File: src/oal_pkg.sv
package oal_pkg;

	localparam int MODE_W    = 3;
	localparam int POS_W     = 7;
	localparam int VALUE_W   = 32;
	localparam int IDX_W     = 7;
	localparam int CNT_W     = 7;
	localparam int STAT_W    = 2;
	localparam int S_TDATA_W = 48;
	localparam int M_TDATA_W = 16;

	// match bits examined per scan cycle
	localparam int GROUP = 8;

	localparam logic [IDX_W-1:0] FOUND_NONE = '1;

	typedef enum logic [MODE_W-1:0] {
		MODE_INSERT = 3'd0,
		MODE_ERASE  = 3'd1,
		MODE_MODIFY = 3'd2,
		MODE_FIND   = 3'd3,
		MODE_PUSH   = 3'd4,
		MODE_POP    = 3'd5
	} mode_t;

	typedef enum logic [STAT_W-1:0] {
		STAT_OK     = 2'd0,
		STAT_BADPOS = 2'd1,
		STAT_FULL   = 2'd2,
		STAT_EMPTY  = 2'd3
	} stat_t;

	typedef enum logic [1:0] {
		CELL_HOLD,
		CELL_INSERT,
		CELL_ERASE,
		CELL_WRITE
	} cell_op_t;

	typedef enum logic {
		FSM_IDLE,
		FSM_SCAN
	} fsm_t;

	typedef struct packed {
		logic done;
		logic hit;
	} scan_stat_t;

endpackage

File: src/oal_scan.sv
module oal_scan import oal_pkg::*; #(
	parameter  int DEPTH = 64,
	localparam int NC    = (DEPTH + GROUP - 1) / GROUP,
	localparam int NV    = NC * GROUP,
	localparam int CHW   = (NC > 1) ? $clog2(NC) : 1,
	localparam int LGW   = $clog2(GROUP),
	localparam int IW    = CHW + LGW
) (
	input  logic             clk,
	input  logic             arst_n,
	input  logic             load,
	input  logic             step,
	input  logic [DEPTH-1:0] match,
	output scan_stat_t       stat,
	output logic [IW-1:0]    index
);

	logic [NV-1:0]  vector_q;
	logic [CHW-1:0] chunk_q;
	logic [LGW-1:0] enc;
	logic           last;

	always_ff @(posedge clk or negedge arst_n) begin
		if (!arst_n) begin
			chunk_q <= '0;
		end else if (load) begin
			chunk_q <= '0;
		end else if (step) begin
			chunk_q <= chunk_q + CHW'(1);
		end
	end

	// shift the match bits down one group per cycle while step is high
	always_ff @(posedge clk) begin
		if (load) begin
			vector_q <= NV'(match);
		end else if (step) begin
			vector_q <= vector_q >> GROUP;
		end
	end

	always_comb begin
		enc = '0;
		for (int k = GROUP - 1; k >= 0; k--) begin
			if (vector_q[k]) begin
				enc = LGW'(k);
			end
		end
	end

	assign last      = (chunk_q == CHW'(NC - 1));
	assign stat.hit  = |vector_q[GROUP-1:0];
	assign stat.done = stat.hit || last;
	assign index     = {chunk_q, enc};

endmodule

File: config.mk
export PLATFORM = sky130hd
export DESIGN_NAME = oal_scan
export DESIGN_NICKNAME = d
export VERILOG_FILES = /design/src/oal_pkg.sv /design/src/oal_scan.sv
export SDC_FILE = /design/constraint.sdc
export NUM_CORES = 1
export LEC_CHECK = 0
export ABC_CLOCK_PERIOD_IN_PS = 2400
export BUFFER_PORTS_ARGS = -buffer_cell sky130_fd_sc_hd__buf_2
export CAP_MARGIN = 20
export CORE_MARGIN = 2
export CORE_UTILIZATION = 56
export DETAILED_ROUTE_END_ITERATION = 8
export PLACE_DENSITY = 0.85
export SETUP_SLACK_MARGIN = 0.1
export SLEW_MARGIN = 20
export SYNTH_ARGS = -nofsm -noshare
export SYNTH_HDL_FRONTEND = slang
export SYNTH_SLANG_ARGS = --single-unit
File: constraint.sdc
create_clock -name clk -period 2.4 [get_ports clk]
set_clock_uncertainty 0.1 [all_clocks]
set_input_delay 0 -clock clk [delete_from_list [all_inputs] [get_ports clk]]
set_output_delay 0 -clock clk [all_outputs]
set_load 0.03 [all_outputs]
* Yosys cells after proc, flatten, opt, wreduce, memory -nomap -nowiden *
Index checks and enable logic that the tools add are counted.

storage, ports and cells
  flip-flop bits (word level) = 67
  input port bits = 68
  word-level logic and storage cells = 19

cells by class
  add/sub/neg operators = 1
  equal/unequal tests = 1
  mux-type cells = 12
  reductions and logical operators = 3

operators by type and width
  operator                                                       number
  64-bit two-way mux                                             2
  3-bit two-way mux                                              10
  8-bit OR reduction                                             1
  3-bit by 1-bit adder with 3-bit output, second input constant  1
  3-bit equality test, second input constant                     1
  2-bit nonzero test                                             1
  1-bit logical OR                                               1

* Logic depth before layout (Yosys ltp) *
Gate-level depths: netlist of run 1.

  depth after elaboration = 8
  depth in mapped cells = 4

* Least setup slack after synthesis of run 1 *
Ideal clock, no wire load.

  path type = input port to flip-flop
  start = in load
  end = reg vector_q[0], enable pin
  setup time = 426 ps
  arrival = 1817 ps
  required time = 1874 ps
  setup slack = 58 ps
  stages = 4
  buffers on the path = 3
  cells stage by stage = buf_6 buf_6 buf_6 or2_1

between the ends
  cells in the longest elaborated chain, start to end = 1

ends and longest elaborated chain
  element                       line            RTL
  from (decl)                   oal_scan.sv:11  input logic load,
  2-bit nonzero test (no line)  --
  to (signal assigned)          oal_scan.sv:36  vector_q <= NV'(match);
  to (signal assigned)          oal_scan.sv:38  vector_q <= vector_q >> GROUP;
  to (decl)                     oal_scan.sv:18  logic [NV-1:0] vector_q;

No other way between the ends.
A chain may end at the register's enable or synchronous reset.

* Worst setup path in the final report of run 1 *
  start = in step
  end = reg vector_q[4], enable pin

between the ends
  cells in the longest elaborated chain, start to end = 1

ends and longest elaborated chain
  element                       line            RTL
  from (decl)                   oal_scan.sv:12  input logic step,
  2-bit nonzero test (no line)  --

No other way between the ends.

==> impl_metrics.toml, run 1 <==
[status]
status = "finished clean"

[critical_path]
crit_path_end_kind = "register"
critical_path_required_ps = 2260
crit_start = "step"
worstPathArrival_ps = 1770
crit_type = "input port to register"
reg2reg_setup_slack_ps = 1090
worstReg2RegStart = "chunk_q[0]$_DFFE_PN0P_"
reg2regPathDepth = 4
startpoint_type = "input port"
endpoint = "vector_q[4]$_DFFE_PP_"
path_max_fanout = 40
timing.rr.end = "chunk_q[2]$_DFFE_PN0P_"

[layout]
mostFrequentLayoutCells = "75 x buf_2, 67 x dlygate4sd3_1, 64 x edfxtp_1"
fin_util_pct = 83.2
fin_area_um2 = 4220
layout_commonest_cell = "buf_2"
drive_gt1_share_pct = 47.3
regArea_um2 = 2000
syn2layout_area_growth_pct = 44.3
antenna_cells = 0
nets = 380
fill_cells = 285
multi_input_area_um2 = 865

[synth]
yosys_warnings = 0
synth_top_cell_by_area = "edfxtp_1"
synth_seq_cells = 67
synth_top_cell_area_share_pct = 65.6
syn_area_um2 = 2930
synth_cell_types = 22
syn_area_per_cell_um2 = 18.0
syn_inst = 163
synth_area_leaders = "edfxtp_1 66%, mux2_2 18%, mux2_4 4.1%"
syn_nets = 233
seq_area_frac_synth_pct = 68.2

[timing]
fmax_mhz = 524
fin_crit_ps = 1910
tns_ps = 0
timing.slew.headroom_pct = 45.4
hold_viol = 0
fin_crit_sh_pct = 79.5
worst_slew_pin_slew_ps = 819
whs_ps = 272
rsz0062_at_grt = "no"
report.final.slew_viol_count = 0
setup_viol = 0

[route]
drtAntennaViolNets = 0
wirelength_um = 6060
drtIter0Drc = 96
vias_per_cell = 4.94
vias = 1902
drtPass1Iterations = 4
drcViolationCount = 0
wire_per_inst_um = 15.7

[placed_design]
hpwlAfterDp_um = 2950
portBuffers = 75
routabilityCongestion = 0.688
place_area_um2 = 3350

[power_and_ir_drop]
p_leak_nw = 1.74
peakVddDrop_mv = 0.447
p_per_area_nw_per_um2 = 665

[global_route]
grt_start_max_net_pins = 68
grt_pass1_vias = 2138
grt_overflow = 0
grt_util_all_layers_pct = 22.1
antenna_found_initial = 0
grt_pass1_wl_um = 9860

[die]
die_w_um = 76.3
initial_core_util_pct = 57.7
rows = 26
dieArea_um2 = 5820
die_y_um = 76.3
io_pins = 76
core-area_um2 = 5070

[clocking]
cts_tree = "built"
cts_made_buffers = 9
htree_levels = 3
clock-sinks = 67
clock_tree.buffer_depth = 2
holdBufCountCts = 67
cts_resized = 0
path_clk_slew_ps = 70
clockRootBuffer = "clkbuf_8"
clk_latency_ps = 330
cts_setup_buffers = 0

[job]
drv_cap = 0

[hold_path]
hold_path_class = "input port to register"
routing by layer:
| layer | track usage [%] | wire length (um) | share of wire, % |
|---|---|---|---|
| met5 | 0 | 0 | 0 |
| met2 | 41.2 | 3310 | 55 |
| met1 | 25.0 | 2420 | 40 |
| met3 | 4.27 | 271 | 4.5 |
| met4 | 8.36 | 63 | 1.0 |
sequential cells by signal, summed over array words and instances, names as in the netlist:
| register | cells |
|---|---|
| chunk_q | 3 |
| vector_q | 64 |
metrics by stage:
step	setup slack (ps)	total power [W]	cells
global placement	726	0.00175	302
global route	417	0.00292	385
floorplan	691	0.00167	163
detailed placement	700	0.00177	302
CTS	517	0.00281	385
finish	493	0.00281	385
cell families (layout without fill, tap and decap cells):
| group | Yosys count | after routing | synth area share, % |
|---|---|---|---|
| flip-flops | 67 | 67 | 68.2 |
| AO/OA/AOI/OAI | 5 | 5 | 1.07 |
| multiplexers | 58 | 58 | 23.2 |
| AND/OR/NAND/NOR | 20 | 20 | 4.06 |
| adder cells (fa/ha/maj) | 2 | 2 | 0.855 |
| XOR/XNOR | 1 | 1 | 0.299 |
| buffers and inverters | 10 | 162 | 2.26 |
synthesized netlist by cell type:
master and instances:
edfxtp_1 64, a211oi_1 1, dfrtp_1 3, or2_1 2, mux2_4 8, nor2_1 5, nor4_2 1, mux2i_1 2
inv_1 2, xnor2_1 1, nand2_1 1, and2b_1 1, a21oi_1 2, buf_6 3, and2_1 8, o21ai_0 1
buf_2 5, nor3b_1 1, ha_1 2, nor4_1 1, o41ai_1 1, mux2_2 48
where the power goes:
part | internal [W] | switching [W]
clock | 0.000572 | 0.000399
combinational | 0.000226 | 0.000137
sequential | 0.00143 | 0.0000460
area by class of cell:
type,count,share of cell area [%]
tap,70,2.07
sequential,67,47.3
inverter,2,0.178
timing repair buffer,144,25.1
clock inverter,7,1.95
multi-input combinational,86,20.5
clock buffer,9,2.93
worst min-delay path by stage:
stage,startpoint,to,slack [ps],cells past startpoint
finish,load,chunk_q[2]$_DFFE_PN0P_,270,3
global route,load,chunk_q[1]$_DFFE_PN0P_,320,3
CTS,load,chunk_q[2]$_DFFE_PN0P_,260,3
detailed placement,arst_n,chunk_q[2]$_DFFE_PN0P_,-300,1
global placement,arst_n,chunk_q[2]$_DFFE_PN0P_,-300,1
floorplan,arst_n,chunk_q[0]$_DFFE_PN0P_,-400,0
worst max-delay path, stage by stage:
cell           delay, ps
dlygate4sd3_1        520
buf_2                160
or2_2                510
buf_4                540
Power figures use the tool's default switching activity.
==> inputs of run 2 (changes only) <==
ABC_AREA = 1   (was not set)
ABC_CLOCK_PERIOD_IN_PS = 1800   (was 2400)
CORE_UTILIZATION = 52   (was 56)
PLACE_DENSITY = 0.8   (was 0.85)
clock period = 1.8 ns   (was 2.4 ns; I/O delays follow)
==> run 2 against run 1 <==
  * Synthesized cell count is 83% higher
  * Global-route usage is 1.9 points higher
  * Register-to-register slack worse by 680 ps
  * Largest cell class unchanged
  * Highest routed layer unchanged
==> impl_metrics.toml, run 2 <==
[route]
drtIter0Drc = 196
wire_per_inst_um = 13.4
vias = 2478
drcViolationCount = 0
drtAntennaViolNets = 0
wirelength_um = 7030
drtPass1Iterations = 4
vias_per_cell = 4.73

[timing]
fmax_mhz = 597
whs_ps = 378
fin_crit_ps = 1680
hold_viol = 0
timing.slew.headroom_pct = 65.6
report.final.slew_viol_count = 0
tns_ps = 0
setup_viol = 0
fin_crit_sh_pct = 93.1
rsz0062_at_grt = "yes"
worst_slew_pin_slew_ps = 515

[layout]
fill_cells = 341
regArea_um2 = 2000
multi_input_area_um2 = 811
mostFrequentLayoutCells = "182 x nand2_1, 74 x buf_2, 70 x dlygate4sd3_1"
syn2layout_area_growth_pct = 44.7
nets = 518
drive_gt1_share_pct = 21.5
antenna_cells = 0
largest_reg_flops = 64
layout_commonest_cell = "nand2_1"
top_regs = "vector_q x64, chunk_q x3"
top_register = "vector_q"

[die]
initial_core_util_pct = 53.7
core-area_um2 = 5470
dieArea_um2 = 6270
die_y_um = 79.2
rows = 27
die_w_um = 79.2
io_pins = 76

[synth]
async_flop_share_pct = 4.48
post-synth-top-count-cell = "nand2_1"
synth_ff_type = "edfxtp_1"
synth_edf_count = 64
syn_inst = 299
syn_area_um2 = 2940
synthTopCellsByCount = "182 x nand2_1, 64 x edfxtp_1, 17 x inv_1, 9 x buf_2, 4 x clkbuf_1"
synth_top_cell_by_area = "edfxtp_1"
syn_area_per_cell_um2 = 9.83
synth_seq_cells = 67
yosys_warnings = 0
syn_nets = 369
synth_top_cell_area_share_pct = 65.4
synth_area_leaders = "edfxtp_1 65%, nand2_1 23%, dfrtp_1 2.6%"
seq_area_frac_synth_pct = 67.9
synth_cell_types = 20

[global_route]
antenna_found_initial = 0
grt_overflow = 0
grt_pass1_wl_um = 11200
grt_pass1_vias = 2535
grt_util_all_layers_pct = 24.0
grt_start_max_net_pins = 55

[critical_path]
crit_path_end_kind = "output pin"
slowest_stage = "edfxtp_1"
path_max_fanout = 2
path_depth = 5
cpLargestDelayFamily = "simple AND/OR/NAND/NOR gates"
path_cells = "or2_4 > nor3_4 > nand2_2 > or2_1 > buf_4"
critical_path_required_ps = 1700
startpoint_type = "register"
crit_type = "register to output pin"
cp.buffers_inverters = 1
reg2regPathDepth = 3
slowest_delay_ps = 400
worstPathArrival_ps = 1580

[clocking]
cts_tree = "built"
clockRootBuffer = "clkbuf_8"
path_clk_slew_ps = 70
clock_tree.buffer_depth = 2
htree_levels = 3
cts_made_buffers = 9
clk_latency_ps = 330
clock-sinks = 67

[placed_design]
hpwlAfterDp_um = 3640
routabilityCongestion = 0.770
portBuffers = 75

[status]
status = "finished clean"

[power_and_ir_drop]
peakVddDrop_mv = 0.533
p_per_area_nw_per_um2 = 810
p_leak_nw = 2.10

[hold_path]
hold_path_class = "input port to register"
holdPathStages = 4

[job]
drv_cap = 0
## run 2: what timing repair did
action / in CTS / in global routing
setup endpoints to repair: 1 / 1
gates resized for setup: 1 / 0
buffers inserted: 1 / 1
hold endpoints to repair: 70 / 0
pin swaps: 1 / 0
hold buffers: 70 / 0
## run 2: metal layers
metal | up-vias | track usage (%) | wire, um
met5 | - | 0 | 0
met4 | 0 | 10.9 | 133
met3 | 14 | 5.11 | 350
met2 | 84 | 43.6 | 3850
met1 | 1135 | 27.0 | 2700
li1 | 1245 | - | -
## run 2: cell families after synthesis
| family | synth area share [%] |
|---|---|
| xor+xnor | 0.298 |
| fa+ha+maj | 0.851 |
| compound gates | 0.724 |
| flops | 67.9 |
| simple gates | 25.7 |
| buf+inv | 4.47 |
## run 2: layout make-up
type / count / share of cell area (%)
clock buffer: 10 / 3.00
sequential: 67 / 46.9
multi-input combinational: 200 / 19.1
clock inverter: 5 / 0.500
timing repair buffer: 151 / 26.7
inverter: 19 / 1.68
tap: 72 / 2.12
## run 2: final timing paths
kind	from	end	slack (ps)
worst max-delay path	vector_q[6]$_DFFE_PP_	stat[1]	120
worst min-delay path	match[44]	vector_q[44]$_DFFE_PP_	380
worst max register to register	vector_q[10]$_DFFE_PP_	vector_q[2]$_DFFE_PP_	410
worst min register to register	vector_q[20]$_DFFE_PP_	vector_q[12]$_DFFE_PP_	410
max in group asynchronous	arst_n	chunk_q[1]$_DFFE_PN0P_	950
min in group asynchronous	arst_n	chunk_q[2]$_DFFE_PN0P_	480
## run 2: metrics by stage
step	std cells	setup WS, ps	total power (W)	cell area (um^2)	utilization (%)
finish	524	124	0.00345	4250	77.7
global route	524	52.4	0.00360	4250	77.7
CTS	523	98.3	0.00344	4250	77.6
detailed placement	437	435	0.00235	3390	61.9
global placement	437	484	0.00232	3390	61.9
floorplan	299	400	0.00219	2940	-
## run 2: power breakdown
group          switching [W]  leakage (nW)  internal (W)
Sequential         0.0000518         0.711       0.00189
Clock               0.000519        0.0784      0.000474
Combinational       0.000255          1.31      0.000252
Total               0.000827          2.10       0.00262
## run 2: worst register-to-register path: cells and delay by family, from the launching register on
family,cells,cell delay (ps)
buffers and inverters,1,540
flip-flops,1,380
AND/OR/NAND/NOR,2,130
==> inputs of run 3 (changes only) <==
ABC_AREA = not set   (was 1)
==> run 3 against run 2 <==
  * First-iteration DRC count is 65% lower
  * Global-route usage is 3.8 points lower
  * Worst setup slack worse by 69 ps
  * Power is 0.44% higher
  * Register-to-register slack better by 100 ps
  * Design area is 0.82% higher
  * Clock power is 2.7% lower
  * Utilization is 0.64 points higher
  * Highest routed layer unchanged
==> impl_metrics.toml, run 3 (synthesis gave the netlist of run 1 again) <==
[layout]
drive_gt1_share_pct = 48.3
mostFrequentLayoutCells = "73 x buf_2, 67 x dlygate4sd3_1, 64 x edfxtp_1"
layout_commonest_cell = "buf_2"
top_register = "vector_q"
fin_util_pct = 78.4
syn2layout_area_growth_pct = 46.5
antenna_cells = 0
nets = 389
largest_reg_flops = 64
top_regs = "vector_q x64, chunk_q x3"

[clocking]
htree_levels = 3
clockRootBuffer = "clkbuf_8"
cts_made_buffers = 9
clock-sinks = 67
path_clk_slew_ps = 60
clock_tree.buffer_depth = 2
cts_tree = "built"
clk_latency_ps = 330

[critical_path]
crit_type = "register to output pin"
startpoint_type = "register"
reg2reg_setup_slack_ps = 510
path_max_fanout = 2
critical_path_required_ps = 1700
worstReg2RegStart = "chunk_q[0]$_DFFE_PN0P_"
crit_start = "vector_q[4]$_DFFE_PP_"
worstPathArrival_ps = 1640
crit_path_end_kind = "output pin"
reg2regPathDepth = 4

[timing]
report.final.slew_viol_count = 0
fmax_mhz = 573
setup_slack_ps = 55.2
whs_ps = 68.0
rsz0062_at_grt = "yes"
timing.slew.headroom_pct = 75.5
setup_viol = 0
worst_slew_pin_slew_ps = 362
tns_ps = 0
hold_viol = 0
fin_crit_sh_pct = 96.9
fin_crit_ps = 1740

[route]
drcViolationCount = 0
drtPass1Iterations = 4
wire_per_inst_um = 15.8
drtIter0Drc = 68
drtAntennaViolNets = 0
wirelength_um = 6220
vias = 1942
vias_per_cell = 4.94

[placed_design]
routabilityCongestion = 0.682
pre_cts_ws_ps = 315
hpwlAfterDp_um = 3240
portBuffers = 75

[power_and_ir_drop]
p_per_area_nw_per_um2 = 807
p_leak_nw = 1.77
peakVddDrop_mv = 0.622

[global_route]
grt_overflow = 0
antenna_found_initial = 0
grt_pass1_wl_um = 9330
grt_util_all_layers_pct = 20.2
grt_start_max_net_pins = 39
grt_pass1_vias = 2078

[die]
core-area_um2 = 5470
die_w_um = 79.0
initial_core_util_pct = 53.5
io_pins = 76
rows = 27
die_y_um = 79.0
dieArea_um2 = 6250

[hold_path]
hold_path_class = "input port to register"
holdPathStages = 3
min_from = "load"

[job]
drv_cap = 0

[status]
status = "finished clean"
[run 3: cell count changes in the layout (fill, tap and decap cells not counted), moves of 3 or more]
cell / previous run / this run
buf_4: 6 / 10
and2_1: 0 / 8
clkinv_1: 4 / 1
nand2_1: 182 / 0
inv_1: 17 / 2
nor2_1: 2 / 5
mux2_2: 0 / 48
mux2_4: 0 / 8
dlygate4sd3_1: 70 / 67
nand3_1: 3 / 0
[run 3: final cells by class]
cell class              count  area [um^2]
flip-flops and latches     67         2000
fillers                   337         1180
repair buffers            153         1160
multi-input cells          86          893
clock buffers              12          135
well taps                  72         90.1
inverters                   2         7.51
clock inverters             1         3.75
[run 3: final timing paths]
| kind | endpoint |
|---|---|
| hold reg to reg | vector_q[49]$_DFFE_PP_ |
| max in group asynchronous | chunk_q[2]$_DFFE_PN0P_ |
| min in group asynchronous | chunk_q[1]$_DFFE_PN0P_ |
| setup reg to reg | chunk_q[2]$_DFFE_PN0P_ |
| setup / recovery | stat[1] |
| hold / removal | chunk_q[1]$_DFFE_PN0P_ |
[run 3: through the flow]
step	total power, W	instance area [um^2]	cells
after CTS	0.00346	4250	391
after detailed placement	0.00237	3400	307
after global routing	0.00361	4290	393
after global placement	0.00235	3400	307
final	0.00346	4290	393
after floorplan	0.00223	2930	163
[run 3: per-layer routing]
layer	routed length (um)	up-vias	track usage, %
met4	78	0	6.21
li1	-	932	-
met3	282	7	5.45
met1	2430	934	21.2
met2	3420	69	39.0
met5	0	-	0
[run 3: timing repair]
item / CTS / global route
pin swaps: 3 / 4
setup buffers: 4 / 2
endpoints found under the hold margin: 70 / 0
resized for setup: 2 / 6
hold buffers: 67 / 0
setup endpoints to repair: 1 / 2
[run 3: critical path, stage by stage (launching register included)]
cell and delay (ps):
edfxtp_1 430, nor4_4 360, nand2_2 140, or2_1 240
buf_6 140
[run 3: where the power goes]
group          total (W)  leakage, nW  internal (W)  switching, W
registers        0.00197        0.698       0.00190     0.0000625
logic           0.000529         1.00      0.000332      0.000197
clock network   0.000966       0.0698      0.000474      0.000492
