--- src/oal_pkg.sv ---
package oal_pkg;

	localparam int MODE_W    = 3;
	localparam int POS_W     = 7;
	localparam int VALUE_W   = 32;
	localparam int IDX_W     = 7;
	localparam int CNT_W     = 7;
	localparam int STAT_W    = 2;
	localparam int S_TDATA_W = 48;
	localparam int M_TDATA_W = 16;

	// match bits examined per scan cycle
	localparam int GROUP = 8;

	localparam logic [IDX_W-1:0] FOUND_NONE = '1;

	typedef enum logic [MODE_W-1:0] {
		MODE_INSERT = 3'd0,
		MODE_ERASE  = 3'd1,
		MODE_MODIFY = 3'd2,
		MODE_FIND   = 3'd3,
		MODE_PUSH   = 3'd4,
		MODE_POP    = 3'd5
	} mode_t;

	typedef enum logic [STAT_W-1:0] {
		STAT_OK     = 2'd0,
		STAT_BADPOS = 2'd1,
		STAT_FULL   = 2'd2,
		STAT_EMPTY  = 2'd3
	} stat_t;

	typedef enum logic [1:0] {
		CELL_HOLD,
		CELL_INSERT,
		CELL_ERASE,
		CELL_WRITE
	} cell_op_t;

	typedef enum logic {
		FSM_IDLE,
		FSM_SCAN
	} fsm_t;

	typedef struct packed {
		logic done;
		logic hit;
	} scan_stat_t;

endpackage

--- src/oal_cell.sv ---
module oal_cell import oal_pkg::*; #(
	parameter int IDX        = 0,
	parameter int CW         = 7,
	parameter int WORD_WIDTH = 32
) (
	input  logic                  clk,
	input  cell_op_t              op,
	input  logic [CW-1:0]         pos,
	input  logic [CW-1:0]         count,
	input  logic [WORD_WIDTH-1:0] word,
	input  logic [WORD_WIDTH-1:0] left,
	input  logic [WORD_WIDTH-1:0] right,
	output logic [WORD_WIDTH-1:0] data,
	output logic                  match
);

	localparam logic [CW-1:0] MY = CW'(IDX);

	logic [WORD_WIDTH-1:0] data_q;

	always_ff @(posedge clk) begin
		case (op)
			CELL_INSERT: begin
				if (MY == pos) begin
					data_q <= word;
				end else if (MY > pos) begin
					data_q <= left;
				end
			end
			CELL_ERASE: begin
				if (MY >= pos) begin
					data_q <= right;
				end
			end
			CELL_WRITE: begin
				if (MY == pos) begin
					data_q <= word;
				end
			end
			default: begin
			end
		endcase
	end

	assign data  = data_q;
	// only live entries take part in a search
	assign match = (data_q == word) && (MY < count);

endmodule

--- config.mk ---
export PLATFORM = sky130hd
export DESIGN_NAME = oal_cell
export DESIGN_NICKNAME = d
export VERILOG_FILES = /design/src/oal_pkg.sv /design/src/oal_cell.sv
export SDC_FILE = /design/constraint.sdc
export NUM_CORES = 1
export LEC_CHECK = 0
export BUFFER_PORTS_ARGS = -buffer_cell sky130_fd_sc_hd__buf_2
export CAP_MARGIN = 0
export CORE_MARGIN = 5
export CORE_UTILIZATION = 44
export CTS_BUF_LIST = sky130_fd_sc_hd__clkbuf_16
export CTS_CLUSTER_DIAMETER = 150
export DETAILED_ROUTE_END_ITERATION = 8
export PLACE_DENSITY = 0.92
export SLEW_MARGIN = 20
export SYNTH_ARGS = -nofsm -noshare
export SYNTH_HDL_FRONTEND = slang
export SYNTH_SLANG_ARGS = --single-unit
--- constraint.sdc ---
create_clock -name clk -period 3.9 [get_ports clk]
set_clock_uncertainty 0.2 [all_clocks]
set_input_delay 0.78 -clock clk [delete_from_list [all_inputs] [get_ports clk]]
set_output_delay 0.78 -clock clk [all_outputs]
set_load 0.03 [all_outputs]
Word level (Yosys, flattened, before mapping)
Cells that the tools add are included.

operators by class
  magnitude comparators = 3
  equality and inequality tests = 7
  muxes and demuxes = 5
  reduce and logical (&&, ||, !) cells = 4

operators by type and width
  operator                                                   number
  2-to-1 mux 32 bit                                          4
  one-hot mux 32 bit (3 select lines)                        1
  equality test 32 bit                                       1
  >= comparator 1 x 7 -> 1 bit, first input constant         1
  > comparator 1 x 7 -> 1 bit, first input constant          1
  logical NOT 7 bit                                          1
  less-than comparator 1 x 7 -> 1 bit, first input constant  1
  equality test 2 bit, second input constant                 2
  inequality test 2 bit, second input constant               2
  AND reduction 4 bit                                        1
  inequality test 3 bit, second input constant               1
  nonzero test 3 bit                                         1
  equality test 2 x 1 -> 1 bit, second input constant        1
  logical AND 1 bit                                          1

storage, ports and cells
  flip-flop bits (word level) = 32
  input bits = 113
  output and inout port bits = 33
  word-level logic and storage cells = 20

Depth between registers and ports, before layout
Gate-level depths: netlist of run 1.

  depth after elaboration = 4
  mapped depth = 5
  mapped depth without buffers = 4

Worst setup path after synthesis of run 1
OpenSTA, ideal clock, no wires.

  path kind = input port to flip-flop
  start = in op[1]
  end = reg data_q[0] (netlist: data[0]) (enable)
  arrival time = 2836 ps
  required time = 3279 ps
  setup slack = 443 ps
  cell stages on the path = 4
  path buffers = 2
  cell sequence = buf_2 buf_1 nor2_1 nor2_1

between the ends
  longest elaborated chain between the ends = 3
  elaborated cells on any way between the ends = 8

RTL lines
  what                                                                 RTL line        source
  from (decl)                                                          oal_cell.sv:7   input cell_op_t op,
  equality test 2 x 1 -> 1 bit or equality test 2 bit (tied branches)  oal_cell.sv:22  case (op)
  inequality test 3 bit (no line), or another cell as far along        n/a
  AND reduction 4 bit (no line) *                                      n/a
  to (signal assigned)                                                 oal_cell.sv:25  data_q <= word;
  to (signal assigned)                                                 oal_cell.sv:27  data_q <= left;
  to (signal assigned)                                                 oal_cell.sv:32  data_q <= right;
  to (decl)                                                            oal_cell.sv:19  logic [WORD_WIDTH-1:0] data_q;

Mark *: on every way between the ends. The rest lies on a longest branch, timed or not.
A chain may end at the register's enable or synchronous reset.

Worst setup path after layout of run 1
  start = in word[30]
  end = out match

between the ends
  longest elaborated chain between the ends = 2

RTL lines
  what                  RTL line        source
  from (decl)           oal_cell.sv:10  input logic [WORD_WIDTH-1:0] word,
  equality test 32 bit  oal_cell.sv:47  assign match = (data_q == word) && (MY < count);
  logical AND 1 bit     oal_cell.sv:47
  to (decl)             oal_cell.sv:14  output logic match

Every way passes these cells.

==> flow_summary_export.csv, run 1 <==
group,metric,value,unit
global_routing,grt_pass1_vias,2290,
yosys,synth_nets,306,
run,cap_violations,0,
timing,max_freq,313.2,MHz
setup_path,crit_family,"simple AND/OR/NAND/NOR gates",
power_and_ir_drop,p_per_area,277.6,nW/µm²
detailed_routing,drt_iter0_drc,57,
hold_path,hold_path.class,"in2reg",
timing,grt_setup_unrepaired,"false",
floorplanning,dieArea,7022,µm²
global_routing,grt_usage,0.1852,
power_and_ir_drop,intPower,706.2,µW
power_and_ir_drop,ir_worst_vdd,0.2423,mV
placement,dp_hpwl,5192,µm
detailed_routing,antenna_left,0,
global_routing,grt_max_degree,36,
hold_path,hp-start,"left[2]",
cts,clock_path_buffers,2,
power_and_ir_drop,combPwrFrac,0.188,
detailed_routing,vias,2075,
setup_path,cp_slowest_stage_delay,390,ps
cts,htreeDepth,2,
setup_path,path_depth,6,
cts,cts.sinks,32,
global_routing,grt_pass1_wl,10560,µm
global_routing,grt.overflow.total,0,
detailed_routing,firstDrtPassIters,4,
power_and_ir_drop,p_sw_frac,0.2301,
yosys,synthesis.area,2396,µm²
cts,cts_setup_buffers,0,
placement,gp_congestion,0.8117,
setup_path,cp_max_fo,3,
cts,cts.clk_slew.worst_paths,50,ps
setup_path,crit_top_cell,"buf_2",
cells_and_area,drive_gt1_frac,0.4645,
floorplanning,rows,26,
yosys,yosysSeqAreaShare,0.4010,
detailed_routing,drc_errors,0,
setup_path,critPathLaunch,"word[30]",
floorplanning,io_pins,146,
yosys,syn-instance-count,193,
setup_path,cp-end-kind,"primary output",
cts,root_buffer,"clkbuf_16",
setup_path,critical_path_arrival,2210,ps
floorplanning,core_area,5205,µm²
timing,relSlewSlack,0.3852,
yosys,syn-mean-instance-area,12.41,µm²
floorplanning,die_y,83.80,µm
power_and_ir_drop,p_seq_frac,0.421,
timing,post-route-period-util,0.8186,
cts,numCtsBuffers,5,
floorplanning,die_x,83.80,µm
timing,setup-tns-final,0,ps
setup_path,critPathLaunchType,"input pin",
cts,cts_tree,"built",
cts,ctsResizeCount,0,
yosys,synth_cell_type_count,20,
setup_path,critPathBufInv,2,
run_status,status,"finished, final reports clean",
setup_path,required,2920,ps
power_and_ir_drop,cellLeakagePower,0.001785,µW
cells_and_area,final_nets,450,
cells_and_area,largest_register_ffs,32,
floorplanning,start_util,0.4603,
timing,tightest_slew,920.0,ps
cells_and_area,areaGrowthSynthToFinish,37.91,%
timing,setup_violations,0,
power_and_ir_drop,total_power,917.3,µW
setup_path,critical_path_class,"in2out",
timing,report.final.slew_viol_count,0,
setup_path,cp_slowest_cell,"nor4_1",
timing,hold_viol,0,
cells_and_area,antenna_cells,0,
yosys,synth_seq_cells,32,
setup_path,cp_cell_sequence,"buf_2, xor2_1, nor4_1, nand4_1, a2111oi_2, buf_2",
detailed_routing,drt-vias-per-instance,5.086,
detailed_routing,wl_per_cell,16.25,µm
setup_path,endpoint,"match",
cts,cts_hold_buf,0,
yosys,yosysWarningCount,0,
detailed_routing,drt-total-wl,6628,µm
timing,fin_crit,3193,ps
power_and_ir_drop,clock_power_share,0.390,
global_routing,grt_antenna_before_repair,0,
placement,port_buffers,145,
power_and_ir_drop,p_sw,211.1,µW
logic make-up after synthesis:
family	share of synthesized area
compound gates	0.01409
xor+xnor	0.1170
buf+inv	0.03133
flops	0.4010
mux	0.3885
simple gates	0.04804
worst min path at each step:
| stage | endpoint | cells after the start |
|---|---|---|
| global route | data[27] | 3 |
| detailed placement | data[2] | 3 |
| global placement | data[9] | 3 |
| floorplan | data[9] | 2 |
| finish | data[2] | 3 |
| CTS | data[2] | 3 |
placed cells by master, fill, tap and decap left out:
cell type / instances
a2111oi_2: 1
a21oi_1: 1
a22o_1: 1
buf_2: 145
buf_4: 3
clkbuf_16: 5
clkinv_1: 1
edfxtp_1: 32
inv_1: 3
mux2i_1: 93
nand2_1: 1
nand2_2: 1
nand3_1: 1
nand4_1: 2
nor2_1: 3
nor2_4: 1
nor3_1: 2
nor4_1: 8
nor4_2: 1
o21ai_0: 1
xnor2_1: 4
xor2_1: 28
synth_stat cells:
library cell  count  area share
inv_1             1      0.0016
buf_1             2      0.0031
nor3_1            2      0.0042
o21ai_0           1      0.0021
nand2_1           1      0.0016
edfxtp_1         32        0.40
nand3_1           1      0.0021
nand2_2           1      0.0026
xor2_1           28        0.10
nor4_1            8       0.021
nand4_1           2      0.0052
nor4_2            1      0.0052
nor2_1            4      0.0063
buf_6             3       0.014
a2111oi_2         1      0.0063
a21oi_1           1      0.0021
xnor2_1           4       0.015
buf_2             6       0.013
mux2i_1          93        0.39
a22o_1            1      0.0037
worst min-delay path, stage by stage:
cell     delay (ps)
buf_2            70
mux2i_1          50
mux2i_1         110
per-stage QoR:
step                      hold slack [ps]  setup WS [ps]  cell area, µm²    util  cells
after floorplan                     809.6          442.9            2396       -    193
after global placement              934.7          693.4            3168  0.6087    400
after detailed placement            950.3          684.6            3168  0.6087    400
after CTS                           667.5          675.4            3304  0.6349    408
after global routing                685.1          563.1            3304  0.6349    408
final                               671.8          707.3            3304  0.6349    408
power groups by stage:
stage	registers [µW]	logic [µW]	clock network, µW
global placement	393	166	0
finish	387	173	358
CTS	387	174	363
global route	386	191	384
floorplan	397	86.0	0
detailed placement	393	174	0
cell type report:
| type | count | area, µm² |
|---|---|---|
| fill | 459 | 1901 |
| clock buffer | 5 | 125.1 |
| tap | 70 | 87.58 |
| clock inverter | 3 | 11.26 |
| sequential | 32 | 960.9 |
| inverter | 1 | 3.754 |
| multi-input combinational | 149 | 1368 |
| timing repair buffer | 148 | 748.2 |
per-layer routing:
layer	GRT usage	routed length [µm]	share of wire
met3	0.07206	555	0.084
met5	0	0	0
met4	0.03947	43	0.0065
met1	0.2123	2638	0.40
met2	0.3261	3391	0.51
Power figures use the tool's default switching activity.
==> inputs of run 2 (changes only) <==
--- a/config.mk
+++ b/config.mk
@@ -8,11 +8,11 @@
 export BUFFER_PORTS_ARGS = -buffer_cell sky130_fd_sc_hd__buf_2
 export CAP_MARGIN = 0
 export CORE_MARGIN = 5
-export CORE_UTILIZATION = 44
+export CORE_UTILIZATION = 40
 export CTS_BUF_LIST = sky130_fd_sc_hd__clkbuf_16
 export CTS_CLUSTER_DIAMETER = 150
 export DETAILED_ROUTE_END_ITERATION = 8
-export PLACE_DENSITY = 0.92
+export PLACE_DENSITY = 0.88
 export SLEW_MARGIN = 20
 export SYNTH_ARGS = -nofsm -noshare
 export SYNTH_HDL_FRONTEND = slang
==> constraint.sdc (replaced) <==
create_clock -name clk -period 2.6 [get_ports clk]
set_clock_uncertainty 0.2 [all_clocks]
set_input_delay 0.52 -clock clk [delete_from_list [all_inputs] [get_ports clk]]
set_output_delay 0.52 -clock clk [all_outputs]
set_load 0.03 [all_outputs]
==> flow_summary_export.csv, run 2 (synthesis gave the netlist of run 1 again) <==
group,metric,value,unit
floorplanning,start_util,0.4071,
placement,gp_congestion,0.7679,
cells_and_area,fin_area,3436,µm²
global_routing,grt_pass1_vias,2313,
hold_path,hp-start,"left[1]",
timing,hold_viol,0,
cts,cts_tree,"built",
power_and_ir_drop,ir_worst_vdd,0.2850,mV
cells_and_area,largest_register_ffs,32,
placement,port_buffers,145,
setup_path,critical_path_class,"reg2out",
cts,numCtsBuffers,5,
timing,max_freq,383.0,MHz
global_routing,grt_usage,0.1822,
floorplanning,die_y,87.40,µm
cts,cts_setup_buffers,0,
run_status,violations,"negative setup slack",
cts,clock_path_buffers,2,
timing,grt_setup_unrepaired,"true",
timing,setup_ws,-11.28,ps
global_routing,grt_max_degree,33,
detailed_routing,firstDrtPassIters,4,
timing,post-route-period-util,1.004,
setup_path,critPathLaunchType,"register",
global_routing,grt_antenna_before_repair,0,
cts,htreeDepth,2,
cells_and_area,final_common_cell,"buf_2",
setup_path,cp_slowest_cell,"edfxtp_1",
setup_path,cp_slowest_stage_delay,390,ps
floorplanning,io_pins,146,
timing,tightest_slew,519.9,ps
setup_path,cp-end-kind,"primary output",
run_status,status,"finished with violations",
timing,setup-tns-final,-11.28,ps
hold_path,hold_path.class,"in2reg",
setup_path,required,1880,ps
run,cap_violations,0,
detailed_routing,vias,2129,
floorplanning,rows,28,
power_and_ir_drop,p_per_area,404.8,nW/µm²
floorplanning,dieArea,7638,µm²
cells_and_area,areaGrowthSynthToFinish,43.39,%
timing,setup_violations,1,
cells_and_area,drive_gt1_frac,0.4856,
cells_and_area,final_core_util,0.5838,
setup_path,cp_max_fo,2,
setup_path,critical_path_arrival,1890,ps
cells_and_area,antenna_cells,0,
detailed_routing,drc_errors,0,
detailed_routing,drt-total-wl,6901,µm
setup_path,crit_top_cell,"buf_4",
detailed_routing,drt_iter0_drc,76,
placement,place_area,3294,µm²
cts,cts.sinks,32,
cts,cts.clk_slew.worst_paths,50,ps
cts,cts_hold_buf,0,
hold_path,holdPathEnd,"data[1]",
floorplanning,core_area,5886,µm²
timing,report.final.slew_viol_count,0,
timing,fin_crit,2611,ps
setup_path,cp_cell_sequence,"xor2_1, nor4_1, buf_4, nand4_1, a2111oi_4, buf_4",
detailed_routing,wl_per_cell,16.31,µm
power_and_ir_drop,cellLeakagePower,0.001837,µW
hold_path,hold_depth,3,
detailed_routing,drt-vias-per-instance,5.033,
placement,dp_hpwl,5575,µm
timing,relSlewSlack,0.6502,
cts,root_buffer,"clkbuf_16",
cells_and_area,final_nets,461,
global_routing,grt_pass1_wl,10790,µm
floorplanning,die_x,87.40,µm
global_routing,grt.overflow.total,0,
cells_and_area,final_cell_mix,"buf_2, mux2i_1, edfxtp_1",
detailed_routing,antenna_left,0,
placement,place_ws,-134.2,ps
-- run 2: layout make-up --
type	count	area [µm²]
fill	518	2450
multi-input combinational	149	1386
sequential	32	960.9
timing repair buffer	159	858.3
clock buffer	5	125.1
tap	75	93.84
clock inverter	2	7.507
inverter	1	3.754
-- run 2: worst max-delay path by stage --
stage | slack, ps | cells after the start | start | to
after floorplan | 190 | 4 | data[26] | match
after global placement | -100 | 6 | word[24] | match
after detailed placement | -130 | 6 | word[24] | match
after CTS | -40 | 6 | data[30] | match
after global routing | -180 | 6 | data[30] | match
final | -10 | 6 | data[30] | match
-- run 2: routing by layer --
metal | up-vias | routed length (µm) | share of wire | global-route usage
met5 | - | 0 | 0 | 0
met4 | 0 | 47 | 0.0068 | 0.03905
met3 | 6 | 595 | 0.086 | 0.05393
met2 | 88 | 3604 | 0.52 | 0.3247
met1 | 996 | 2653 | 0.38 | 0.2153
li1 | 1039 | - | - | -
-- run 2: where the power goes --
part / switching, µW / internal (µW)
combinational: 126 / 148
sequential: 1.79 / 578
clock: 195 / 342
total: 323 / 1070
-- run 2: worst max-delay path: cells and delay by family (launching register included) --
| kind | cells | cell delay, ps |
|---|---|---|
| xor+xnor | 1 | 160 |
| simple gates | 2 | 460 |
| buf+inv | 2 | 380 |
| compound gates | 1 | 230 |
| flops | 1 | 390 |
-- run 2: repair_timing --
item,in CTS,in global routing
gates resized for setup,2,0
setup endpoints to repair,1,1
pin swaps,3,0
-- run 2: per-stage QoR --
stage / hold WS, ps / total power [µW] / cells
after global routing: 411.6 / 1459 / 423
after detailed placement: 688.3 / 865.9 / 416
after CTS: 407.9 / 1407 / 423
after global placement: 664.9 / 854.4 / 416
after floorplan: 549.6 / 725.1 / 193
final: 410.6 / 1391 / 423
==> inputs of run 3 (changes only) <==
--- a/config.mk
+++ b/config.mk
@@ -8,12 +8,13 @@
 export BUFFER_PORTS_ARGS = -buffer_cell sky130_fd_sc_hd__buf_2
 export CAP_MARGIN = 0
 export CORE_MARGIN = 5
-export CORE_UTILIZATION = 40
+export CORE_UTILIZATION = 47
 export CTS_BUF_LIST = sky130_fd_sc_hd__clkbuf_16
 export CTS_CLUSTER_DIAMETER = 150
 export DETAILED_ROUTE_END_ITERATION = 8
-export PLACE_DENSITY = 0.88
+export PLACE_DENSITY = 0.95
 export SLEW_MARGIN = 20
 export SYNTH_ARGS = -nofsm -noshare
 export SYNTH_HDL_FRONTEND = slang
 export SYNTH_SLANG_ARGS = --single-unit
+export TNS_END_PERCENT = 50
==> constraint.sdc (replaced) <==
create_clock -name clk -period 3.1 [get_ports clk]
set_clock_uncertainty 0.2 [all_clocks]
set_input_delay 0.62 -clock clk [delete_from_list [all_inputs] [get_ports clk]]
set_output_delay 0.62 -clock clk [all_outputs]
set_load 0.03 [all_outputs]
==> flow_summary_export.csv, run 3 (synthesis gave the netlist of run 1 again) <==
group,metric,value,unit
global_routing,grt_pass1_wl,10080,µm
hold_path,holdPathEnd,"data[22]",
timing,setup_ws,306.6,ps
timing,whs,517.8,ps
setup_path,cp_max_fo,3,
cts,htreeDepth,2,
global_routing,grt_antenna_before_repair,0,
cells_and_area,final_cell_mix,"buf_2, mux2i_1, edfxtp_1",
timing,fin_crit,2793,ps
setup_path,cp_slowest_stage_delay,340,ps
cts,cts.sinks,32,
power_and_ir_drop,cellLeakagePower,0.001810,µW
detailed_routing,vias,2118,
cts,root_buffer,"clkbuf_16",
setup_path,crit_top_cell,"buf_2",
power_and_ir_drop,ir_worst_vdd,0.2873,mV
cells_and_area,antenna_cells,0,
cells_and_area,drive_gt1_frac,0.4723,
floorplanning,die_x,81.40,µm
timing,max_freq,358.0,MHz
timing,setup-tns-final,0,ps
setup_path,cp-end-kind,"primary output",
detailed_routing,drt-vias-per-instance,5.128,
detailed_routing,drc_errors,0,
timing,report.final.slew_viol_count,0,
placement,gp_congestion,0.7399,
timing,hold_viol,0,
global_routing,grt_pass1_vias,2170,
setup_path,required,2280,ps
run_status,status,"finished, final reports clean",
cells_and_area,fin_cells,413,
setup_path,cp_slowest_cell,"nor4_1",
setup_path,critPathBufInv,2,
timing,post-route-period-util,0.9011,
cts,numCtsBuffers,5,
detailed_routing,drt-total-wl,6579,µm
timing,setup_violations,0,
global_routing,grt.overflow.total,0,
cells_and_area,final_nets,455,
cells_and_area,n_fill_cell,398,
detailed_routing,antenna_left,0,
setup_path,cp_cell_sequence,"buf_2, xor2_1, nor4_1, nand4_1, a2111oi_2, buf_2",
cts,cts_tree,"built",
placement,place_ws,276.7,ps
timing,relSlewSlack,0.6209,
setup_path,critical_path_arrival,1970,ps
floorplanning,start_util,0.4752,
cells_and_area,final_common_cell,"buf_2",
detailed_routing,wl_per_cell,15.93,µm
setup_path,critical_path_class,"in2out",
timing,tightest_slew,566.6,ps
cts,ctsResizeCount,0,
hold_path,hp-start,"left[22]",
power_and_ir_drop,p_per_area,342.8,nW/µm²
floorplanning,io_pins,146,
setup_path,crit_family,"simple AND/OR/NAND/NOR gates",
global_routing,grt_usage,0.1961,
cts,cts.clk_slew.worst_paths,50,ps
cells_and_area,largest_register_ffs,32,
setup_path,critPathLaunchType,"input pin",
floorplanning,core_area,5042,µm²
placement,dp_hpwl,5417,µm
floorplanning,dieArea,6626,µm²
cts,cts_hold_buf,0,
floorplanning,die_y,81.40,µm
global_routing,grt_max_degree,19,
cts,clock_path_buffers,2,
power_and_ir_drop,total_power,1146,µW
floorplanning,rows,26,
cts,cts_setup_buffers,0,
hold_path,hold_depth,3,
placement,place_inst,405,
placement,port_buffers,145,
run,cap_violations,0,
hold_path,hold_path.class,"in2reg",
detailed_routing,firstDrtPassIters,4,
timing,grt_setup_unrepaired,"false",
detailed_routing,drt_iter0_drc,62,
cells_and_area,areaGrowthSynthToFinish,39.48,%
==> run 3: changes by cell type in the layout (fill, tap and decap cells not counted) <==
cell,previous run,this run
a2111oi_4,1,0
a2111oi_2,0,1
buf_12,2,0
clkinv_1,2,1
buf_2,144,145
nor4_2,2,1
nor4_1,7,8
buf_4,13,8
inv_1,1,3
==> run 3: power breakdown <==
group / internal (µW) / switching (µW) / total [µW]
clock network: 288 / 152 / 439
logic: 117 / 103 / 220
registers: 485 / 1.52 / 487
total: 890 / 256 / 1150
==> run 3: worst max-delay path by stage <==
stage | startpoint | endpoint | slack (ps) | depth (start not counted)
final | word[19] | match | 310 | 6
after global routing | word[19] | match | 150 | 6
after CTS | word[22] | match | 280 | 6
after detailed placement | word[22] | match | 280 | 6
after global placement | word[22] | match | 280 | 6
after floorplan | op[1] | data[0] | 310 | 4
==> run 3: cell type report <==
cell class	count	area, µm²	share of cell area
clock inverters	3	11.26	0.003370
repair buffers	153	785.8	0.2351
inverters	1	3.754	0.001123
multi-input cells	149	1368	0.4092
well taps	70	87.58	0.02621
flip-flops and latches	32	960.9	0.2875
clock buffers	5	125.1	0.03744
==> run 3: stage by stage <==
step,cell area [µm²],util
CTS,3342,0.6628
global placement,3206,0.6357
finish,3342,0.6628
detailed placement,3206,0.6357
global route,3342,0.6628
floorplan,2399,-
==> run 3: layer usage <==
metal	vias up	wire [µm]	global-route usage
li1	1029	-	-
met1	1003	2628	0.2380
met2	84	3398	0.3632
met3	2	533	0.03991
met4	0	19	0.02534
met5	-	0	0
